$ cat src/design/swc_pkg.sv
// Shared types, command codes and constant tables for the square-wave channel.
package swc_pkg;

    // Function codes carried in s_tuser
    localparam logic [2:0] FUNC_CTRL    = 3'd0;
    localparam logic [2:0] FUNC_SWEEP   = 3'd1;
    localparam logic [2:0] FUNC_PER_LO  = 3'd2;
    localparam logic [2:0] FUNC_PER_HI  = 3'd3;
    localparam logic [2:0] FUNC_ENABLE  = 3'd4;
    localparam logic [2:0] FUNC_TICK    = 3'd5;
    localparam logic [2:0] FUNC_QUARTER = 3'd6;
    localparam logic [2:0] FUNC_HALF    = 3'd7;

    // Decoded command, one-hot
    typedef enum logic [7:0] {
        CMD_CTRL    = 8'b0000_0001,
        CMD_SWEEP   = 8'b0000_0010,
        CMD_PER_LO  = 8'b0000_0100,
        CMD_PER_HI  = 8'b0000_1000,
        CMD_ENABLE  = 8'b0001_0000,
        CMD_TICK    = 8'b0010_0000,
        CMD_QUARTER = 8'b0100_0000,
        CMD_HALF    = 8'b1000_0000
    } cmd_t;

    typedef struct packed {
        cmd_t       cmd;
        logic [7:0] data;
    } entry_t;

    localparam int QUEUE_DEPTH = 4;
    localparam int QUEUE_AW    = $clog2(QUEUE_DEPTH);

    localparam logic [10:0] PERIOD_MAX = 11'h7ff;
    localparam logic [10:0] PERIOD_MIN = 11'd8;

    localparam logic [7:0] DUTY_TABLE [4] = '{8'h40, 8'h60, 8'h78, 8'h9f};

    localparam logic [7:0] LENGTH_TABLE [32] = '{
        8'd10,  8'd254, 8'd20, 8'd2,  8'd40, 8'd4,  8'd80, 8'd6,
        8'd160, 8'd8,   8'd60, 8'd10, 8'd14, 8'd12, 8'd26, 8'd14,
        8'd12,  8'd16,  8'd24, 8'd18, 8'd48, 8'd20, 8'd96, 8'd22,
        8'd192, 8'd24,  8'd72, 8'd26, 8'd16, 8'd28, 8'd32, 8'd30
    };

endpackage

$ cat src/design/swc_front.sv
// Front end: accepts input transactions and decodes the function code.
module swc_front (
    input  logic                s_tvalid,
    output logic                s_tready,
    input  logic [2:0]          s_func,
    input  logic [7:0]          s_data,
    input  logic                q_ready,
    output logic                q_push,
    output swc_pkg::entry_t     q_entry
);
    import swc_pkg::*;

    cmd_t cmd;

    always_comb begin
        unique case (s_func)
            FUNC_CTRL:    cmd = CMD_CTRL;
            FUNC_SWEEP:   cmd = CMD_SWEEP;
            FUNC_PER_LO:  cmd = CMD_PER_LO;
            FUNC_PER_HI:  cmd = CMD_PER_HI;
            FUNC_ENABLE:  cmd = CMD_ENABLE;
            FUNC_TICK:    cmd = CMD_TICK;
            FUNC_QUARTER: cmd = CMD_QUARTER;
            FUNC_HALF:    cmd = CMD_HALF;
            default:      cmd = CMD_TICK;
        endcase
    end

    assign s_tready     = q_ready;
    assign q_push       = s_tvalid & q_ready;
    assign q_entry.cmd  = cmd;
    assign q_entry.data = s_data;

endmodule

$ cat src/design/swc_queue.sv
// Short command queue between the front end and the channel core.
module swc_queue (
    input  logic            aclk,
    input  logic            aresetn,
    input  logic            push,
    input  swc_pkg::entry_t push_entry,
    output logic            push_ready,
    input  logic            pop,
    output logic            pop_valid,
    output swc_pkg::entry_t pop_entry
);
    import swc_pkg::*;

    entry_t                slot_reg [QUEUE_DEPTH];
    logic [QUEUE_AW-1:0]   wr_ptr_reg;
    logic [QUEUE_AW-1:0]   rd_ptr_reg;
    logic [QUEUE_AW:0]     count_reg;
    logic [QUEUE_AW:0]     count_next;
    logic                  do_push;
    logic                  do_pop;

    assign push_ready = count_reg != (QUEUE_AW+1)'(QUEUE_DEPTH);
    assign pop_valid  = count_reg != '0;
    assign pop_entry  = slot_reg[rd_ptr_reg];
    assign do_push    = push & push_ready;
    assign do_pop     = pop & pop_valid;

    always_comb begin
        count_next = count_reg;
        if (do_push && !do_pop) begin
            count_next = count_reg + 1'b1;
        end else if (do_pop && !do_push) begin
            count_next = count_reg - 1'b1;
        end
    end

    always_ff @(posedge aclk) begin
        if (do_push) begin
            slot_reg[wr_ptr_reg] <= push_entry;
        end
    end

    always_ff @(posedge aclk) begin
        if (!aresetn) begin
            wr_ptr_reg <= '0;
            rd_ptr_reg <= '0;
            count_reg  <= '0;
        end else begin
            if (do_push) begin
                wr_ptr_reg <= wr_ptr_reg + 1'b1;
            end
            if (do_pop) begin
                rd_ptr_reg <= rd_ptr_reg + 1'b1;
            end
            count_reg <= count_next;
        end
    end

endmodule

$ cat src/design/swc_core.sv
// Channel core: timer, sequencer, envelope, length counter, sweep and output stage.
module swc_core (
    input  logic            aclk,
    input  logic            aresetn,
    input  logic            cfg_wr_en,
    input  logic            cfg_wr_data,
    input  logic            q_valid,
    input  swc_pkg::entry_t q_entry,
    output logic            q_pop,
    output logic [3:0]      m_sample,
    output logic            m_length_active,
    output logic            m_tvalid,
    input  logic            m_tready
);
    import swc_pkg::*;

    logic        neg_carry_reg;
    logic        enabled_reg;
    logic [10:0] period_reg;
    logic [10:0] timer_reg;
    logic [7:0]  duty_reg;
    logic [2:0]  seq_reg;
    logic [3:0]  env_div_reg;
    logic [3:0]  env_decay_reg;
    logic [3:0]  env_vol_reg;
    logic        env_start_reg;
    logic        env_loop_reg;
    logic        env_const_reg;
    logic [7:0]  len_reg;
    logic        len_halt_reg;
    logic [2:0]  sw_div_reg;
    logic [2:0]  sw_period_reg;
    logic [2:0]  sw_shift_reg;
    logic        sw_negate_reg;
    logic        sw_enable_reg;
    logic        sw_reload_reg;

    // Pipeline control: p_valid marks state updated but level not yet captured
    logic        p_valid_reg;
    logic        out_valid_reg;
    logic [3:0]  out_sample_reg;
    logic        out_len_reg;
    logic        p_adv;
    logic        exec;

    logic [15:0] delta;
    logic [15:0] delta_neg;
    logic [15:0] target_sum;
    logic [15:0] target;
    logic        muted;
    logic [3:0]  level;
    logic [7:0]  d;

    assign d = q_entry.data;

    // Sweep target and mute, from the current period
    always_comb begin
        delta      = {5'd0, period_reg >> sw_shift_reg};
        delta_neg  = ~delta + {15'd0, neg_carry_reg};
        target_sum = {5'd0, period_reg} + (sw_negate_reg ? delta_neg : delta);
        target     = target_sum[15] ? 16'd0 : target_sum;
        muted      = (period_reg < PERIOD_MIN) || (target > {5'd0, PERIOD_MAX});
    end

    always_comb begin
        if (!enabled_reg || muted || len_reg == 8'd0 || !duty_reg[seq_reg]) begin
            level = 4'd0;
        end else begin
            level = env_const_reg ? env_vol_reg : env_decay_reg;
        end
    end

    assign p_adv = p_valid_reg & (~out_valid_reg | m_tready);
    assign exec  = q_valid & (~p_valid_reg | p_adv);
    assign q_pop = exec;

    assign m_tvalid        = out_valid_reg;
    assign m_sample        = out_sample_reg;
    assign m_length_active = out_len_reg;

    always_ff @(posedge aclk) begin
        if (!aresetn) begin
            p_valid_reg   <= 1'b0;
            out_valid_reg <= 1'b0;
        end else begin
            if (exec) begin
                p_valid_reg <= 1'b1;
            end else if (p_adv) begin
                p_valid_reg <= 1'b0;
            end
            if (p_adv) begin
                out_valid_reg <= 1'b1;
            end else if (m_tready) begin
                out_valid_reg <= 1'b0;
            end
        end
    end

    // Capture the level of the state left by the previous transaction
    always_ff @(posedge aclk) begin
        if (p_adv) begin
            out_sample_reg <= level;
            out_len_reg    <= len_reg != 8'd0;
        end
    end

    always_ff @(posedge aclk) begin
        if (!aresetn) begin
            neg_carry_reg <= 1'b0;
        end else if (cfg_wr_en) begin
            neg_carry_reg <= cfg_wr_data;
        end
    end

    always_ff @(posedge aclk) begin
        if (!aresetn) begin
            enabled_reg   <= 1'b0;
            period_reg    <= '0;
            timer_reg     <= '0;
            duty_reg      <= '0;
            seq_reg       <= 3'd7;
            env_div_reg   <= '0;
            env_decay_reg <= '0;
            env_vol_reg   <= '0;
            env_start_reg <= 1'b0;
            env_loop_reg  <= 1'b0;
            env_const_reg <= 1'b0;
            len_reg       <= '0;
            len_halt_reg  <= 1'b0;
            sw_div_reg    <= '0;
            sw_period_reg <= '0;
            sw_shift_reg  <= '0;
            sw_negate_reg <= 1'b0;
            sw_enable_reg <= 1'b0;
            sw_reload_reg <= 1'b0;
        end else if (exec) begin
            unique case (q_entry.cmd)
                CMD_CTRL: begin
                    env_vol_reg   <= d[3:0];
                    env_const_reg <= d[4];
                    env_loop_reg  <= d[5];
                    len_halt_reg  <= d[5];
                    duty_reg      <= DUTY_TABLE[d[7:6]];
                end
                CMD_SWEEP: begin
                    sw_shift_reg  <= d[2:0];
                    sw_negate_reg <= d[3];
                    sw_period_reg <= d[6:4];
                    sw_enable_reg <= d[7];
                    sw_reload_reg <= 1'b1;
                end
                CMD_PER_LO: begin
                    period_reg[7:0] <= d;
                end
                CMD_PER_HI: begin
                    period_reg[10:8] <= d[2:0];
                    if (enabled_reg) begin
                        len_reg <= LENGTH_TABLE[d[7:3]];
                    end
                    env_start_reg <= 1'b1;
                    seq_reg       <= 3'd7;
                end
                CMD_ENABLE: begin
                    enabled_reg <= d[0];
                    if (!d[0]) begin
                        len_reg <= '0;
                    end
                end
                CMD_TICK: begin
                    if (timer_reg != '0) begin
                        timer_reg <= timer_reg - 1'b1;
                    end else begin
                        timer_reg <= period_reg;
                        seq_reg   <= seq_reg - 1'b1;
                    end
                end
                CMD_QUARTER: begin
                    if (env_start_reg) begin
                        env_start_reg <= 1'b0;
                        env_decay_reg <= 4'd15;
                        env_div_reg   <= env_vol_reg;
                    end else if (env_div_reg != '0) begin
                        env_div_reg <= env_div_reg - 1'b1;
                    end else begin
                        env_div_reg <= env_vol_reg;
                        if (env_decay_reg != '0) begin
                            env_decay_reg <= env_decay_reg - 1'b1;
                        end else if (env_loop_reg) begin
                            env_decay_reg <= 4'd15;
                        end
                    end
                end
                CMD_HALF: begin
                    if (!len_halt_reg && len_reg != '0) begin
                        len_reg <= len_reg - 1'b1;
                    end
                    if (sw_div_reg == '0 && sw_enable_reg && sw_shift_reg != '0 && !muted) begin
                        period_reg <= target[10:0];
                    end
                    if (sw_div_reg == '0 || sw_reload_reg) begin
                        sw_div_reg    <= sw_period_reg;
                        sw_reload_reg <= 1'b0;
                    end else begin
                        sw_div_reg <= sw_div_reg - 1'b1;
                    end
                end
                default: begin
                end
            endcase
        end
    end

endmodule

$ cat src/design/square_wave_channel_top.sv
// Top level of the square-wave sound channel.
//
// Input channel (s_): one transaction per command. s_tuser holds the function
// code (control, sweep, period low, period high/length, enable, timer tick,
// quarter-frame, half-frame) and s_tdata the written byte.
// Output channel (m_): exactly one transaction per input transaction, in order,
// carrying the 4-bit sample and the length-active flag after that command.
// cfg_wr_en/cfg_wr_data write the sweep negate carry (0 ones', 1 twos'
// complement); write it only while the channel is idle.
// Throughput: one transaction per clock while the receiver is ready. A front
// decoder pushes into a four-entry queue; the core executes one command per
// cycle from the queue and then latches the resulting level into the output
// register, which drives m_.
// When the receiver stalls, the output register and the core hold, the queue
// fills and s_tready drops once four commands are waiting.
// Reset (aresetn low, synchronous) empties the queue and output stage and
// returns all channel state to its idle values; no clearing pass is needed.
module square_wave_channel_top (
    input  logic       aclk,
    input  logic       aresetn,
    input  logic       cfg_wr_en,
    input  logic       cfg_wr_data,   // sweep_negate_carry
    input  logic       s_tvalid,
    output logic       s_tready,
    input  logic [7:0] s_tdata,       // [7:0] data
    input  logic [2:0] s_tuser,       // [2:0] func
    output logic       m_tvalid,
    input  logic       m_tready,
    output logic [7:0] m_tdata        // [3:0] sample, [4] length_active, [7:5] zero
);
    import swc_pkg::*;

    entry_t     push_entry;
    entry_t     pop_entry;
    logic       q_push;
    logic       q_ready;
    logic       q_pop;
    logic       q_valid;
    logic [3:0] sample;
    logic       length_active;

    swc_front u_front (
        .s_tvalid (s_tvalid),
        .s_tready (s_tready),
        .s_func   (s_tuser),
        .s_data   (s_tdata),
        .q_ready  (q_ready),
        .q_push   (q_push),
        .q_entry  (push_entry)
    );

    swc_queue u_queue (
        .aclk       (aclk),
        .aresetn    (aresetn),
        .push       (q_push),
        .push_entry (push_entry),
        .push_ready (q_ready),
        .pop        (q_pop),
        .pop_valid  (q_valid),
        .pop_entry  (pop_entry)
    );

    swc_core u_core (
        .aclk            (aclk),
        .aresetn         (aresetn),
        .cfg_wr_en       (cfg_wr_en),
        .cfg_wr_data     (cfg_wr_data),
        .q_valid         (q_valid),
        .q_entry         (pop_entry),
        .q_pop           (q_pop),
        .m_sample        (sample),
        .m_length_active (length_active),
        .m_tvalid        (m_tvalid),
        .m_tready        (m_tready)
    );

    assign m_tdata = {3'b000, length_active, sample};

endmodule

$ cat config.mk
export PLATFORM = sky130hd
export DESIGN_NAME = square_wave_channel_top
export DESIGN_NICKNAME = d
export VERILOG_FILES = /design/src/design/swc_pkg.sv /design/src/design/swc_front.sv /design/src/design/swc_queue.sv /design/src/design/swc_core.sv /design/src/design/square_wave_channel_top.sv
export SDC_FILE = /design/constraint.sdc
export NUM_CORES = 1
export LEC_CHECK = 0
export BUFFER_PORTS_ARGS = -buffer_cell sky130_fd_sc_hd__buf_2
export CORE_ASPECT_RATIO = 0.6
export CORE_MARGIN = 10
export CORE_UTILIZATION = 60
export DETAILED_ROUTE_END_ITERATION = 8
export GPL_TIMING_DRIVEN = 1
export PLACE_DENSITY = 0.77
export SLEW_MARGIN = 30
export SYNTH_ARGS = -nofsm -noshare
export SYNTH_HDL_FRONTEND = slang
export SYNTH_SLANG_ARGS = --single-unit
$ cat constraint.sdc
create_clock -name aclk -period 4.9 [get_ports aclk]
set_input_delay 0.735 -clock aclk [delete_from_list [all_inputs] [get_ports aclk]]
set_output_delay 0.735 -clock aclk [all_outputs]
set_load 0.02 [all_outputs]
# ---- Word level (Yosys, flattened, before mapping)
# Memory sizes are Yosys's and may differ from the RTL's. A register that Yosys moved wholly into a read port is not among the register bits.
# Cells that the tools add are included.
# Widths: inputs -> output; s select.
dict set report totals {
  ff_bits 84
  ram_bits 64
  romBits 320
  inputBits 17
  output_inout_bits 10
  word_cells 164
  memories 3
}
dict set report classes {
  n_addsub 12
  n_lt_le_gt_ge 5
  eq_ne 16
  n_shift 1
  muxes 40
  n_bitwise 12
  n_reduce_logical 48
}
# name words width read_ports rd_clocked_by_memory_dff wr line
set memory_table {}
lappend memory_table {{(no name shown)} 32 8 1 0 0 swc_core.sv:158} ;# len_reg <= LENGTH_TABLE[d[7:3]];
lappend memory_table {{(no name shown)} 8 8 1 0 0 swc_front.sv:16} ;# unique case (s_func)
lappend memory_table {u_queue.slot_reg 4 16 1 1 1 swc_queue.sv:14} ;# entry_t slot_reg [QUEUE_DEPTH];
# cell count
set ops {}
lappend ops {{$mux 8} 7}
lappend ops {{$mux 4} 7}
lappend ops {{$pmux 8 s3} 1}
lappend ops {{$mux 11} 2}
lappend ops {{$add 11x16->16} 1}
lappend ops {{$add 16x1->16} 1}
lappend ops {{$bmux 8 s2} 1}
lappend ops {{$gt 16x11->1 const B} 1}
lappend ops {{$mux 16} 1}
lappend ops {{$not 11->16} 1}
lappend ops {{$pmux 8 s2} 1}
lappend ops {{$reduce_bool 2->1} 8}
lappend ops {{$mux 15} 1}
lappend ops {{$reduce_and 2->1} 7}
lappend ops {{$mux 3} 4}
lappend ops {{$pmux 3 s2} 2}
lappend ops {{$reduce_and 3->1} 4}
lappend ops {{$reduce_bool 3->1} 4}
lappend ops {{$lt 11x4->1 const B} 1}
lappend ops {{$reduce_bool 11->1} 1}
lappend ops {{$shr 11x3->11} 1}
lappend ops {{$sub 11x1->11 const B} 1}
lappend ops {{$ne 2x1->1 const B} 5}
lappend ops {{$sub 3x1->3 const B} 3}
lappend ops {{other kinds (35)} 68}

# ---- Logic depth before layout (Yosys ltp)
# Gate-level depths: netlist (run 1).
dict set report logic_depth {
  word_depth 12
  depth_mapped 19
  mapped_depth_nobuf 16
}

# ---- Modules after synthesis
# A second synthesis (run 1) with hierarchy kept.
dict set report unflattened {
  cells_unflattened 834
  hier_area_um2 8441.8
}
# mod n_inst cells_per_inst area_each_um2
set by_module_without_submodules {}
lappend by_module_without_submodules {swc_core 1 679 5427.7}
lappend by_module_without_submodules {swc_queue 1 132 2841.5}
lappend by_module_without_submodules {swc_front 1 18 138.9}
lappend by_module_without_submodules {square_wave_channel_top 1 5 33.8}

# ---- Least setup slack after synthesis (run 1)
# No wires, ideal clock.
dict set report synth_timing {
  path_kind {reg2reg}
  startpoint {register u_core.sw_shift_reg[1]}
  endpoint {register u_core.period_reg[1]}
  setup_time_ps 72
  arrival_ps 4200
  t_required_ps 4828
  setup_slack_ps 627
  path_stages_with_launch 19
  n_path_buf 3
  period_less_slack_ps 4273
  cell_sequence {dfxtp_1 buf_2 buf_2 mux2i_1 mux4_2 ha_1 nor4b_1 nand4_1 o31ai_1 xor2_1 ha_1 a21oi_1 o21ai_0 a221oi_1 o21ai_1 a311o_1 clkbuf_1 nand2_1 mux2i_1}
}
dict set report synth_via {
  elab_chain_len 12
  elab_cells_between_ends 16
  cone_classes {add/sub: 2; order compare: 1; eq/ne: 1; shift: 1; mux: 4; bitwise: 1; reduce/logical: 6}
}
# element line
set synth_rtl {}
lappend synth_rtl {{from (decl)} swc_core.sv:33} ;# logic [2:0] sw_shift_reg;
lappend synth_rtl {{from (signal assigned)} swc_core.sv:146} ;# sw_shift_reg <= d[2:0];
lappend synth_rtl {{$shr 11x3->11} swc_core.sv:58} ;# delta = {5'd0, period_reg >> sw_shift_reg};
lappend synth_rtl {{$not 11->16} swc_core.sv:59} ;# delta_neg = ~delta + {15'd0, neg_carry_reg};
lappend synth_rtl {{$add 16x1->16} swc_core.sv:59}
lappend synth_rtl {{$mux 16} swc_core.sv:60} ;# target_sum = {5'd0, period_reg} + (sw_negate_reg ? delta_neg : delta);
lappend synth_rtl {{$add 11x16->16} swc_core.sv:60}
lappend synth_rtl {{$mux 15} swc_core.sv:61} ;# target = target_sum[15] ? 16'd0 : target_sum;
lappend synth_rtl {{$gt 16x11->1} swc_core.sv:62} ;# muted = (period_reg < PERIOD_MIN) || (target > {5'd0, PERIOD_MAX});
lappend synth_rtl {{$logic_or 1x1->1} swc_core.sv:62}
lappend synth_rtl {{$logic_not 1->1} swc_core.sv:197} ;# if (sw_div_reg == '0 && sw_enable_reg && sw_shift_reg != '0 && !muted) begin
lappend synth_rtl {{$logic_and 1x1->1} swc_core.sv:197}
lappend synth_rtl {{$ne 2x1->1 (no source line)} -}
lappend synth_rtl {{$reduce_and 3->1 (no source line)} -}
lappend synth_rtl {{to (signal assigned)} swc_core.sv:198} ;# period_reg <= target[10:0];
lappend synth_rtl {{to (decl)} swc_core.sv:19} ;# logic [10:0] period_reg;
# Parallel ways exist; a longest one is shown, timed or not. The select of a mux whose other input is x is not followed.
# A chain may end at the register's enable or synchronous reset.

# ---- Final worst setup path (run 1)
dict set report layout_timing {
  startpoint {register u_core.sw_shift_reg[1]}
  endpoint {register u_core.period_reg[2]}
}
# The elaborated chain is that of the path after synthesis.

==> results of run 1 <==
## cells by family after synthesis
family                     after synthesis  synth area share, %
other                                    1               0.0463
buffers and inverters                   75                 4.05
AOI/OAI and AO/OA                      176                 13.1
adders and majority gates               38                 6.05
muxes                                   80                 12.9
xor gates and xnor gates                26                 2.81
DFF                                    146                 44.6
and+or+nand+nor                        276                 16.5
## cell type report
type,count,area share [%]
Clock buffer,18,4.79
Timing Repair Buffer,42,2.88
Inverter,32,1.34
Clock inverter,14,1.33
Sequential cell,146,40.4
Tap cell,170,2.38
Multi-Input combinational cell,599,46.9
## through the flow
stage | setup slack (ps) | cell area, um2 | hold slack (ps) | total power [W] | util, %
after floorplan | 627 | 8110 | 450 | 0.00229 | -
after global placement | 395 | 8380 | 463 | 0.00251 | 64.4
after detailed placement | 242 | 8380 | 478 | 0.00256 | 64.4
after CTS | 181 | 8930 | 484 | 0.00378 | 68.6
after global routing | 12.2 | 8950 | 517 | 0.00396 | 68.8
final | 344 | 8950 | 484 | 0.00379 | 68.8
## synthesized netlist by cell type, types with 5 or more instances
master / count
a21oi_1: 63
mux2i_1: 58
nand2b_1: 7
nand2_1: 68
dfxtp_1: 77
nand3_1: 7
buf_4: 6
nor2b_1: 6
and3_1: 9
and2_1: 7
mux4_2: 19
a211oi_1: 8
a31oi_1: 5
nor2_1: 98
buf_2: 6
a311oi_1: 7
nand4_1: 7
o21ai_0: 39
nor3b_1: 5
inv_1: 30
edfxtp_1: 69
nor3_1: 25
o22ai_1: 10
or3_1: 9
o21ai_1: 8
ha_1: 36
nor4_1: 5
xor2_1: 10
xnor2_1: 16
clkbuf_1: 26
## worst max path at each step
| stage | end | cells after the start |
|---|---|---|
| 2_1_floorplan | u_core.period_reg[1] | 18 |
| 3_3_place_gp | u_core.period_reg[8] | 15 |
| 3_5_place_dp | u_core.period_reg[7] | 16 |
| 4_1_cts | u_core.period_reg[7] | 16 |
| 5_1_grt | u_core.period_reg[7] | 16 |
| 6_report | u_core.period_reg[2] | 15 |
## per-layer routing
| metal | part of all wire (%) | vias up | routed length, um | GRT usage [%] |
|---|---|---|---|---|
| met5 | 0 | - | 0 | 0 |
| met4 | 0.84 | 0 | 171 | 4.55 |
| met3 | 11 | 22 | 2260 | 6.67 |
| met2 | 43 | 372 | 8830 | 32.9 |
| met1 | 45 | 3121 | 9220 | 30.9 |
| li1 | - | 3034 | - | - |
## cell usage in the layout, fill, tap and decap left out, drive strengths merged, types with 10 or more instances in the layout
cell    instances
xnor2          16
ha             36
mux4           19
dfxtp          77
xor2           10
nand2          68
mux2i          58
buf            42
edfxtp         69
inv            39
o22ai          10
clkbuf         18
o21ai          47
nor2           98
a21oi          63
nor3           25
## critical path, delay by kind of cell (launching register included)
kind,cells,cell delay [ps]
AO/OA/AOI/OAI,7,2020
XOR/XNOR,1,180
adder cells (fa/ha/maj),2,480
buffers and inverters,1,270
flip-flops,1,370
multiplexers,2,540
AND/OR/NAND/NOR,2,540
## power by group
group / internal [W] / switching (W) / leakage, nW / total (W)
sequential: 0.00139 / 0.0000694 / 1.26 / 0.00146
clock: 0.000663 / 0.000546 / 0.269 / 0.00121
combinational: 0.000425 / 0.000699 / 1.81 / 0.00112
total: 0.00248 / 0.00131 / 3.34 / 0.00379
## repair_timing
item,in CTS,in global routing
resized for setup,0,5
hold endpoints to repair,0,0
endpoints found under the setup margin,0,11
==> parameters.txt, run 1 <==
Parameter                              Value

Run status
  Result of the run ... finished clean

Layout
  Max reg flops ... 64
  Area used by sequential logic in the layout ... 3610 um2
  Synthesis-to-finish area growth ... 10.5%
  Fill cell total of the finished layout ... 954
  Final cell count without fillers ... 1021
  Share of final-layout standard cells stronger than drive strength 1 ... 12.9%
  Final #Nets ... 893
  Combined area of the multi-input logic cells ... 4200 um2
  Number of diodes ... 0

Yosys
  Share of the yosys chip area belonging to registers ... 44.6%
  Avg Inst Size Synth ... 9.90 um2
  Primary flip-flop cell chosen by synthesis mapping ... dfxtp_1
  Count of flip-flops with a built-in enable after synthesis ... 69
  Share of Yosys cell area claimed by the top area cell type ... 25.6%
  Instance count of the mapped netlist ... 818
  Area of the mapped netlist ... 8100 um2
  Number of storage elements in the synthesis netlist ... 146
  Synthesis Warnings ... 0
  Largest cells by area after synthesis ... edfxtp_1, dfxtp_1, mux2i_1
  Post-synthesis async set-or-reset flop share ... 0%
  Dominant cell type by area after synthesis ... edfxtp_1
  Yosys cell types ... 68

Drt
  Routed wire length ... 20500 um
  Via total after detailed routing ... 6549
  Routed vias/inst ... 6.41
  Routed wire per std cell ... 20.1 um
  # DRC ... 0
  Initial DRC count ... 891
  Count of TritonRoute iterations in the first routing pass ... 5
  Final antenna-violating net count ... 0

Worst setup path
  Slowest cell delay on critical path ... 520 ps
  Startpoint of the worst register-to-register path ... u_core.sw_shift_reg[1]
  Required time of the critical path ... 5170 ps
  Worst setup path class ... reg2reg
  Depth of the worst register-to-register path ... 15
  Data arrival time of the worst path ... 4820 ps
  Flop-to-flop setup slack ... 340 ps
  Slowest library cell on the worst path ... a311o_2
  Cells traversed along the worst timing path ... buf_4 -> mux2i_1 -> mux4_2 -> ha_1 -> nor4b_2 -> nand4_1 -> o31ai_1 -> xor2_1 -> ha_1 -> a21oi_1 -> o21ai_0 -> a221oi_1 -> o21ai_1 -> a311o_2 -> a311oi_1
  Capturing point of the worst reg2reg path ... u_core.period_reg[2]
  Beginning of the critical path ... u_core.sw_shift_reg[1]
  Element type at the critical path end ... flop
  CP Launch Type ... flop
  CP Max Fanout ... 18
  Cell repeated most along the worst path ... ha_1

Clock tree
  CTS root buffer ... clkbuf_16
  Number of setup buffers added after CTS ... 0
  Clock tree from TritonCTS ... yes
  Worst-case clock buffer depth ... 2
  Number of clock sinks ... 146
  Clock latency on the worst-skew pair ... 420 ps
  TritonCTS buffer count ... 17
  Clock-pin transition on the worst setup and hold timing paths ... 70 ps
  Hold_buf cts ... 0
  Total number of H-tree levels ... 4

GRT
  Initial antenna violation count ... 0
  Maximum number of pins on one net before global-route repair ... 66
  Total congestion overflow after global routing ... 0
  Wire length of the first global-routing pass ... 32300 um
  Gr usage total ... 21.9%
  Number of global-route vias before repair ... 6010

Run
  Max_cap viols ... 0

Placed design
  Placed wire-length estimate after detailed placement ... 14400 um
  Buffers on Ports ... 23
  DP Cell Count ... 989
  Routability congestion estimate from global placement ... 0.987

Timing
  Pins Over Slew Limit ... 0
  Number of endpoints with negative hold slack in the final report ... 0
  Final-layout setup total negative slack ... 0 ps
  RSZ-0062 raised after global routing ... false
  Slew at the pin closest to its max-slew limit ... 852 ps
  Worst slew slack as a fraction of its limit ... 42.7%
  Share of the cycle needed by the critical path after routing ... 93.0%
  Crit path time final ... 4560 ps
  Clock tree skew after final layout ... 13.7 ps
  Fmax ... 219 MHz
  Setup-failing EPs final ... 0

Worst hold path
  Depth of the worst hold-timing path ... 2
  Worst min path class ... reg2reg
  Startpoint of the tightest hold check path ... u_core.timer_reg[10]
  Worst hold endpoint ... u_core.timer_reg[10]

Floorplan
  # rows ... 32
  Core footprint ... 13000 um2
  Vert. Die Dim ... 110 um
  Total die area ... 18700 um2
  Horizontal die dimension ... 170 um
  Ports placed on the boundary ... 27
  Initial Util ... 62.3%

Pwr
  Standby leakage power ... 3.34 nW
  Largest voltage drop on the vdd net ... 0.276 mV
  Power Dens Cells ... 423 nW/um2
Power figures use the tool's default switching activity.
==> run 2, diff against run 1 <==
- CORE_MARGIN: 10 -> 4
- CTS_BUF_LIST: unset -> sky130_fd_sc_hd__clkbuf_4 sky130_fd_sc_hd__clkbuf_8
==> run 2 against run 1 <==
Effect of this change:
- routed wire length decreased by 0.41%
- sequential power about the same
- largest cell class unchanged
- clock-buffer cell count decreased by 1
- design area decreased by 1.5%
- combinational power decreased by 4%
- final cell count about the same
- largest power group unchanged
- maximum frequency about the same
- utilization decreased by 1.0 points
- hold slack improved by 2.2 ps
- flip-flop and latch count unchanged
- first-iteration DRC count decreased by 31%
==> parameters.txt, run 2 (same netlist as run 1, synthesis figures left out) <==
Parameter                              Value

Clock tree
  Clock latency on the worst-skew pair ... 460 ps
  Clock-pin transition on the worst setup and hold timing paths ... 100 ps
  Post_cts resized ... 0
  TritonCTS buffer count ... 17
  Total number of H-tree levels ... 4
  CTS root buffer ... clkbuf_8
  Hold_buf cts ... 0
  Clock tree from TritonCTS ... yes
  Worst-case clock buffer depth ... 2
  Number of clock sinks ... 146
  Number of setup buffers added after CTS ... 0

Timing
  Number of endpoints with negative hold slack in the final report ... 0
  Setup-failing EPs final ... 0
  Final-layout setup total negative slack ... 0 ps
  Share of the cycle needed by the critical path after routing ... 93.1%
  Fmax ... 219 MHz
  Clock tree skew after final layout ... 18.0 ps
  Pins Over Slew Limit ... 0
  RSZ-0062 raised after global routing ... false
  Crit path time final ... 4560 ps
  Slew at the pin closest to its max-slew limit ... 894 ps
  Worst slew slack as a fraction of its limit ... 40.4%

Floorplan
  Horizontal die dimension ... 158 um
  # rows ... 32
  Core footprint ... 13000 um2
  Vert. Die Dim ... 98.0 um
  Ports placed on the boundary ... 27
  Initial Util ... 62.3%
  Total die area ... 15500 um2

Worst setup path
  Cell repeated most along the worst path ... ha_1
  Data arrival time of the worst path ... 4880 ps
  Worst setup path class ... reg2reg
  Required time of the critical path ... 5220 ps
  Cells traversed along the worst timing path ... buf_4 -> mux2i_1 -> mux4_2 -> ha_1 -> nor4b_2 -> nand4_1 -> o31ai_1 -> xor2_1 -> ha_1 -> a21oi_1 -> o21ai_0 -> a221oi_1 -> o21ai_1 -> a311o_2 -> a311oi_1
  CP Launch Type ... flop
  CP Max Fanout ... 14
  Slowest cell delay on critical path ... 500 ps
  Slowest library cell on the worst path ... a311o_2
  Element type at the critical path end ... flop

Placed design
  Placed wire-length estimate after detailed placement ... 15000 um
  Routability congestion estimate from global placement ... 1.01
  Buffers on Ports ... 23

Drt
  Final antenna-violating net count ... 0
  Routed vias/inst ... 6.37
  Via total after detailed routing ... 6514
  # DRC ... 0
  Initial DRC count ... 613
  Count of TritonRoute iterations in the first routing pass ... 5
  Routed wire length ... 20400 um
  Routed wire per std cell ... 20.0 um

Layout
  Max reg flops ... 64
  Most frequent standard cell in the layout excluding fill and tap cells ... nor2_1
  Leading cell types in the layout, fill and taps excluded ... nor2_1, dfxtp_1, edfxtp_1, nand2_1, a21oi_1
  Number of diodes ... 0
  Fin util ... 67.8%
  Synthesis-to-finish area growth ... 8.85%
  Share of final-layout standard cells stronger than drive strength 1 ... 13.0%
  Final #Nets ... 894

GRT
  Initial antenna violation count ... 0
  GR peak layer ... met1
  Met3 usage in global routing ... 8.55%
  Gr usage total ... 27.0%
  GR Layer Usage met2 ... 35.5%
  Wire length of the first global-routing pass ... 32600 um
  Total congestion overflow after global routing ... 0
  Maximum number of pins on one net before global-route repair ... 66
  Global Route met1 Usage ... 42.5%
  Number of global-route vias before repair ... 6050

Run status
  Result of the run ... finished clean

Pwr
  Largest voltage drop on the vdd net ... 0.326 mV
  Internal power ... 0.00229 W
  Total power ... 0.00356 W
  Sequential power share ... 41.5%
  Fraction of power spent switching nets ... 35.9%
  Standby leakage power ... 3.29 nW
  Proportion of power drawn by combinational gates ... 30.4%
  Clock network fraction of design power ... 28.0%
  Power Dens Cells ... 404 nW/um2
  Reported net switching power ... 0.00128 W

Worst hold path
  Worst min path class ... in2reg

Run
  Max_cap viols ... 0
==> run 2: changes by cell type in the layout (fill, tap and decap cells not counted), moves of 2 or more <==
| cell | before | now |
|---|---|---|
| clkbuf_16 | 17 | 0 |
| clkinv_2 | 2 | 0 |
| clkbuf_8 | 0 | 17 |
| inv_8 | 1 | 4 |
| bufinv_16 | 0 | 2 |
| a311oi_1 | 5 | 7 |
| a311oi_2 | 2 | 0 |
==> run 2: metrics by stage <==
step / area [um2] / std cells / hold slack, ps / worst slack, ps
after floorplan: 8110 / 820 / 450 / 627
after global placement: 8390 / 990 / 467 / 388
after detailed placement: 8390 / 990 / 480 / 195
after CTS: 8800 / 1022 / 469 / 170
after global routing: 8820 / 1022 / 477 / 3.32
final: 8820 / 1022 / 486 / 340
==> run 2: area by class of cell <==
| type | instances | area (um2) |
|---|---|---|
| repair buffers | 43 | 265 |
| fillers | 949 | 4190 |
| clock inverters | 15 | 179 |
| clock buffers | 17 | 234 |
| flip-flops and latches | 146 | 3610 |
| multi-input cells | 599 | 4190 |
| well taps | 170 | 213 |
| inverters | 32 | 120 |
==> run 2: critical path, delay by kind of cell (launching register included) <==
family	cells	cell delay (ps)
compound gates	7	1940
mux	2	530
simple gates	2	510
flops	1	490
fa+ha+maj	2	480
buf+inv	1	280
xor+xnor	1	190
==> run 2: final timing paths <==
check                                       startpoint  depth (start not counted)  slack, ps                      to
worst max-delay path            u_core.sw_shift_reg[1]                         15        340   u_core.period_reg[10]
worst min-delay path                        s_tdata[7]                          1        490  u_queue.slot_reg[1][7]
worst min register to register      u_core.p_valid_reg                          2        490      u_core.p_valid_reg
worst max register to register  u_core.sw_shift_reg[1]                         15        340   u_core.period_reg[10]
==> run 2: power by group through the flow <==
stage	registers (W)	clock network (W)	logic (W)
after floorplan	0.00146	0	0.000828
after global placement	0.00150	0	0.00101
after detailed placement	0.00151	0	0.00106
after CTS	0.00148	0.00101	0.00107
after global routing	0.00150	0.00107	0.00119
final	0.00148	0.00100	0.00108
==> run 2: metal layers <==
layer  share of wire, %  vias up
li1                   -     3026
met1                 47     3119
met2                 40      335
met3                 11       34
met4                1.7        0
met5                  0        -
==> run 3, diff against run 2 <==
- CORE_ASPECT_RATIO: 0.6 -> unset
==> run 3 against run 2 <==
Effect of this change:
- die area shrank 0.40%
- critical path depth increased by 1
- final cell count is 0.39% higher
- total power down 5.1%
- critical path type unchanged
- largest cell class unchanged
==> parameters.txt, run 3 (same netlist as run 1, synthesis figures left out) <==
Parameter                              Value

Run status
  Result of the run ... finished clean

Worst setup path
  Flop-to-flop setup slack ... 480 ps
  Slowest library cell on the worst path ... a311o_2
  Endpoint of the worst setup timing path ... u_core.period_reg[3]
  CP Max Fanout ... 11
  Slowest cell delay on critical path ... 510 ps
  Data arrival time of the worst path ... 4780 ps
  Cells traversed along the worst timing path ... buf_4 -> mux2i_1 -> mux4_2 -> ha_1 -> nor4b_2 -> nand4_1 -> o31ai_1 -> xor2_1 -> ha_1 -> a21oi_1 -> o21ai_0 -> a221oi_1 -> o21ai_1 -> a311o_2 -> nand2_1 -> mux2i_1
  Startpoint of the worst register-to-register path ... u_core.sw_shift_reg[1]
  Required time of the critical path ... 5270 ps
  Beginning of the critical path ... u_core.sw_shift_reg[1]
  CP Launch Type ... flop
  Element type at the critical path end ... flop
  Depth of the worst register-to-register path ... 16
  Worst setup path class ... reg2reg
  Capturing point of the worst reg2reg path ... u_core.period_reg[3]

Drt
  Met1 layer wirelength in the final routing ... 7760 um
  Routed wire per std cell ... 18.4 um
  Via total after detailed routing ... 6364
  # DRC ... 0
  Routed vias/inst ... 6.20
  Detail Route met2 WL ... 9420 um
  Initial DRC count ... 563
  Routed wire length ... 18900 um
  Count of TritonRoute iterations in the first routing pass ... 6
  Total length of routed met3 wires ... 807 um
  Final antenna-violating net count ... 0
  Uppermost layer routed ... met4

Clock tree
  CTS root buffer ... clkbuf_8
  Total number of H-tree levels ... 4
  Clock-pin transition on the worst setup and hold timing paths ... 90 ps
  Number of setup buffers added after CTS ... 0
  TritonCTS buffer count ... 17
  Clock latency on the worst-skew pair ... 450 ps
  Number of clock sinks ... 146
  Worst-case clock buffer depth ... 2
  Clock tree from TritonCTS ... yes

Pwr
  Power Dens Cells ... 387 nW/um2
  Standby leakage power ... 3.24 nW
  Largest voltage drop on the vdd net ... 0.299 mV

Floorplan
  Vert. Die Dim ... 124 um
  Horizontal die dimension ... 124 um
  Core footprint ... 13200 um2
  Total die area ... 15400 um2
  # rows ... 42
  Ports placed on the boundary ... 27
  Initial Util ... 61.2%

Layout
  Number of diodes ... 0
  Fin util ... 66.1%
  Most frequent standard cell in the layout excluding fill and tap cells ... nor2_1
  Fill cell total of the finished layout ... 1058
  Post-Layout Inst Area ... 8750 um2
  Leading cell types in the layout, fill and taps excluded ... nor2_1, dfxtp_1, edfxtp_1, nand2_1, a21oi_1
  Synthesis-to-finish area growth ... 7.97%
  Final #Nets ... 892
  Share of final-layout standard cells stronger than drive strength 1 ... 12.7%
  Max reg flops ... 64
  Final cell count without fillers ... 1026

GRT
  Initial antenna violation count ... 0
  Wire length of the first global-routing pass ... 30600 um
  Number of global-route vias before repair ... 6211
  Gr usage total ... 24.4%
  Maximum number of pins on one net before global-route repair ... 66
  Total congestion overflow after global routing ... 0

Timing
  Share of the cycle needed by the critical path after routing ... 90.1%
  Worst slew slack as a fraction of its limit ... 41.7%
  Number of endpoints with negative hold slack in the final report ... 0
  Pins Over Slew Limit ... 0
  Final-layout setup total negative slack ... 0 ps
  RSZ-0062 raised after global routing ... false
  Clock tree skew after final layout ... 13.0 ps
  Crit path time final ... 4420 ps
  Setup-failing EPs final ... 0
  Fmax ... 226 MHz
  Slew at the pin closest to its max-slew limit ... 868 ps

Placed design
  Buffers on Ports ... 23
  DP Cell Count ... 994
  Routability congestion estimate from global placement ... 0.897
  Placement-stage cell area ... 8380 um2
  Placed wire-length estimate after detailed placement ... 13700 um

Run
  Max_cap viols ... 0

Worst hold path
  Worst min path class ... reg2reg
==> run 3: what timing repair did <==
action / in CTS / in global routing
setup endpoints to repair: 0 / 7
hold buffers: 0 / 0
resized for setup: 0 / 2
==> run 3: per-stage QoR <==
stage	setup slack [ps]	hold slack [ps]	power (W)
2_1_floorplan	627	450	0.00229
5_1_grt	65.4	488	0.00357
3_3_place_gp	528	462	0.00250
6_report	484	485	0.00338
4_1_cts	294	480	0.00339
3_5_place_dp	331	475	0.00254
==> run 3: cell type report <==
| class | instances | area [um2] | share of cell area (%) |
|---|---|---|---|
| Multi-Input combinational cell | 599 | 4190 | 47.9 |
| Sequential cell | 146 | 3610 | 41.3 |
| Clock buffer | 19 | 255 | 2.92 |
| Timing Repair Buffer | 41 | 250 | 2.86 |
| Tap cell | 176 | 220 | 2.52 |
| Inverter | 32 | 120 | 1.37 |
| Clock inverter | 13 | 100 | 1.14 |
==> run 3: routing by layer <==
metal | vias up | global-route usage, %
met3 | 60 | 3.78
met1 | 3057 | 29.8
met4 | 0 | 13.2
li1 | 3031 | -
met5 | - | 0
met2 | 216 | 41.3
==> run 3: worst min path at each step <==
stage	from	to	slack, ps	cells after the start
6_report	u_core.p_valid_reg	u_core.p_valid_reg	490	2
5_1_grt	s_tdata[6]	u_queue.slot_reg[3][6]	490	1
4_1_cts	s_tdata[0]	u_queue.slot_reg[2][0]	480	1
3_5_place_dp	u_core.p_valid_reg	u_core.p_valid_reg	470	2
3_3_place_gp	u_core.p_valid_reg	u_core.p_valid_reg	460	2
2_1_floorplan	u_core.enabled_reg	u_core.enabled_reg	450	2
==> run 3: worst max-delay path, delay by kind of cell (launching register included) <==
kind                     cells  cell delay (ps)
adder cells (fa/ha/maj)      2              480
buffers and inverters        1              210
flip-flops                   1              370
multiplexers                 3              720
XOR/XNOR                     1              190
AND/OR/NAND/NOR              3              790
AO/OA/AOI/OAI                6             1570
==> run 3: report_power, final <==
part           internal [W]  total (W)  switching, W
sequential          0.00139    0.00148     0.0000935
clock              0.000375   0.000854      0.000479
combinational      0.000424    0.00105      0.000624
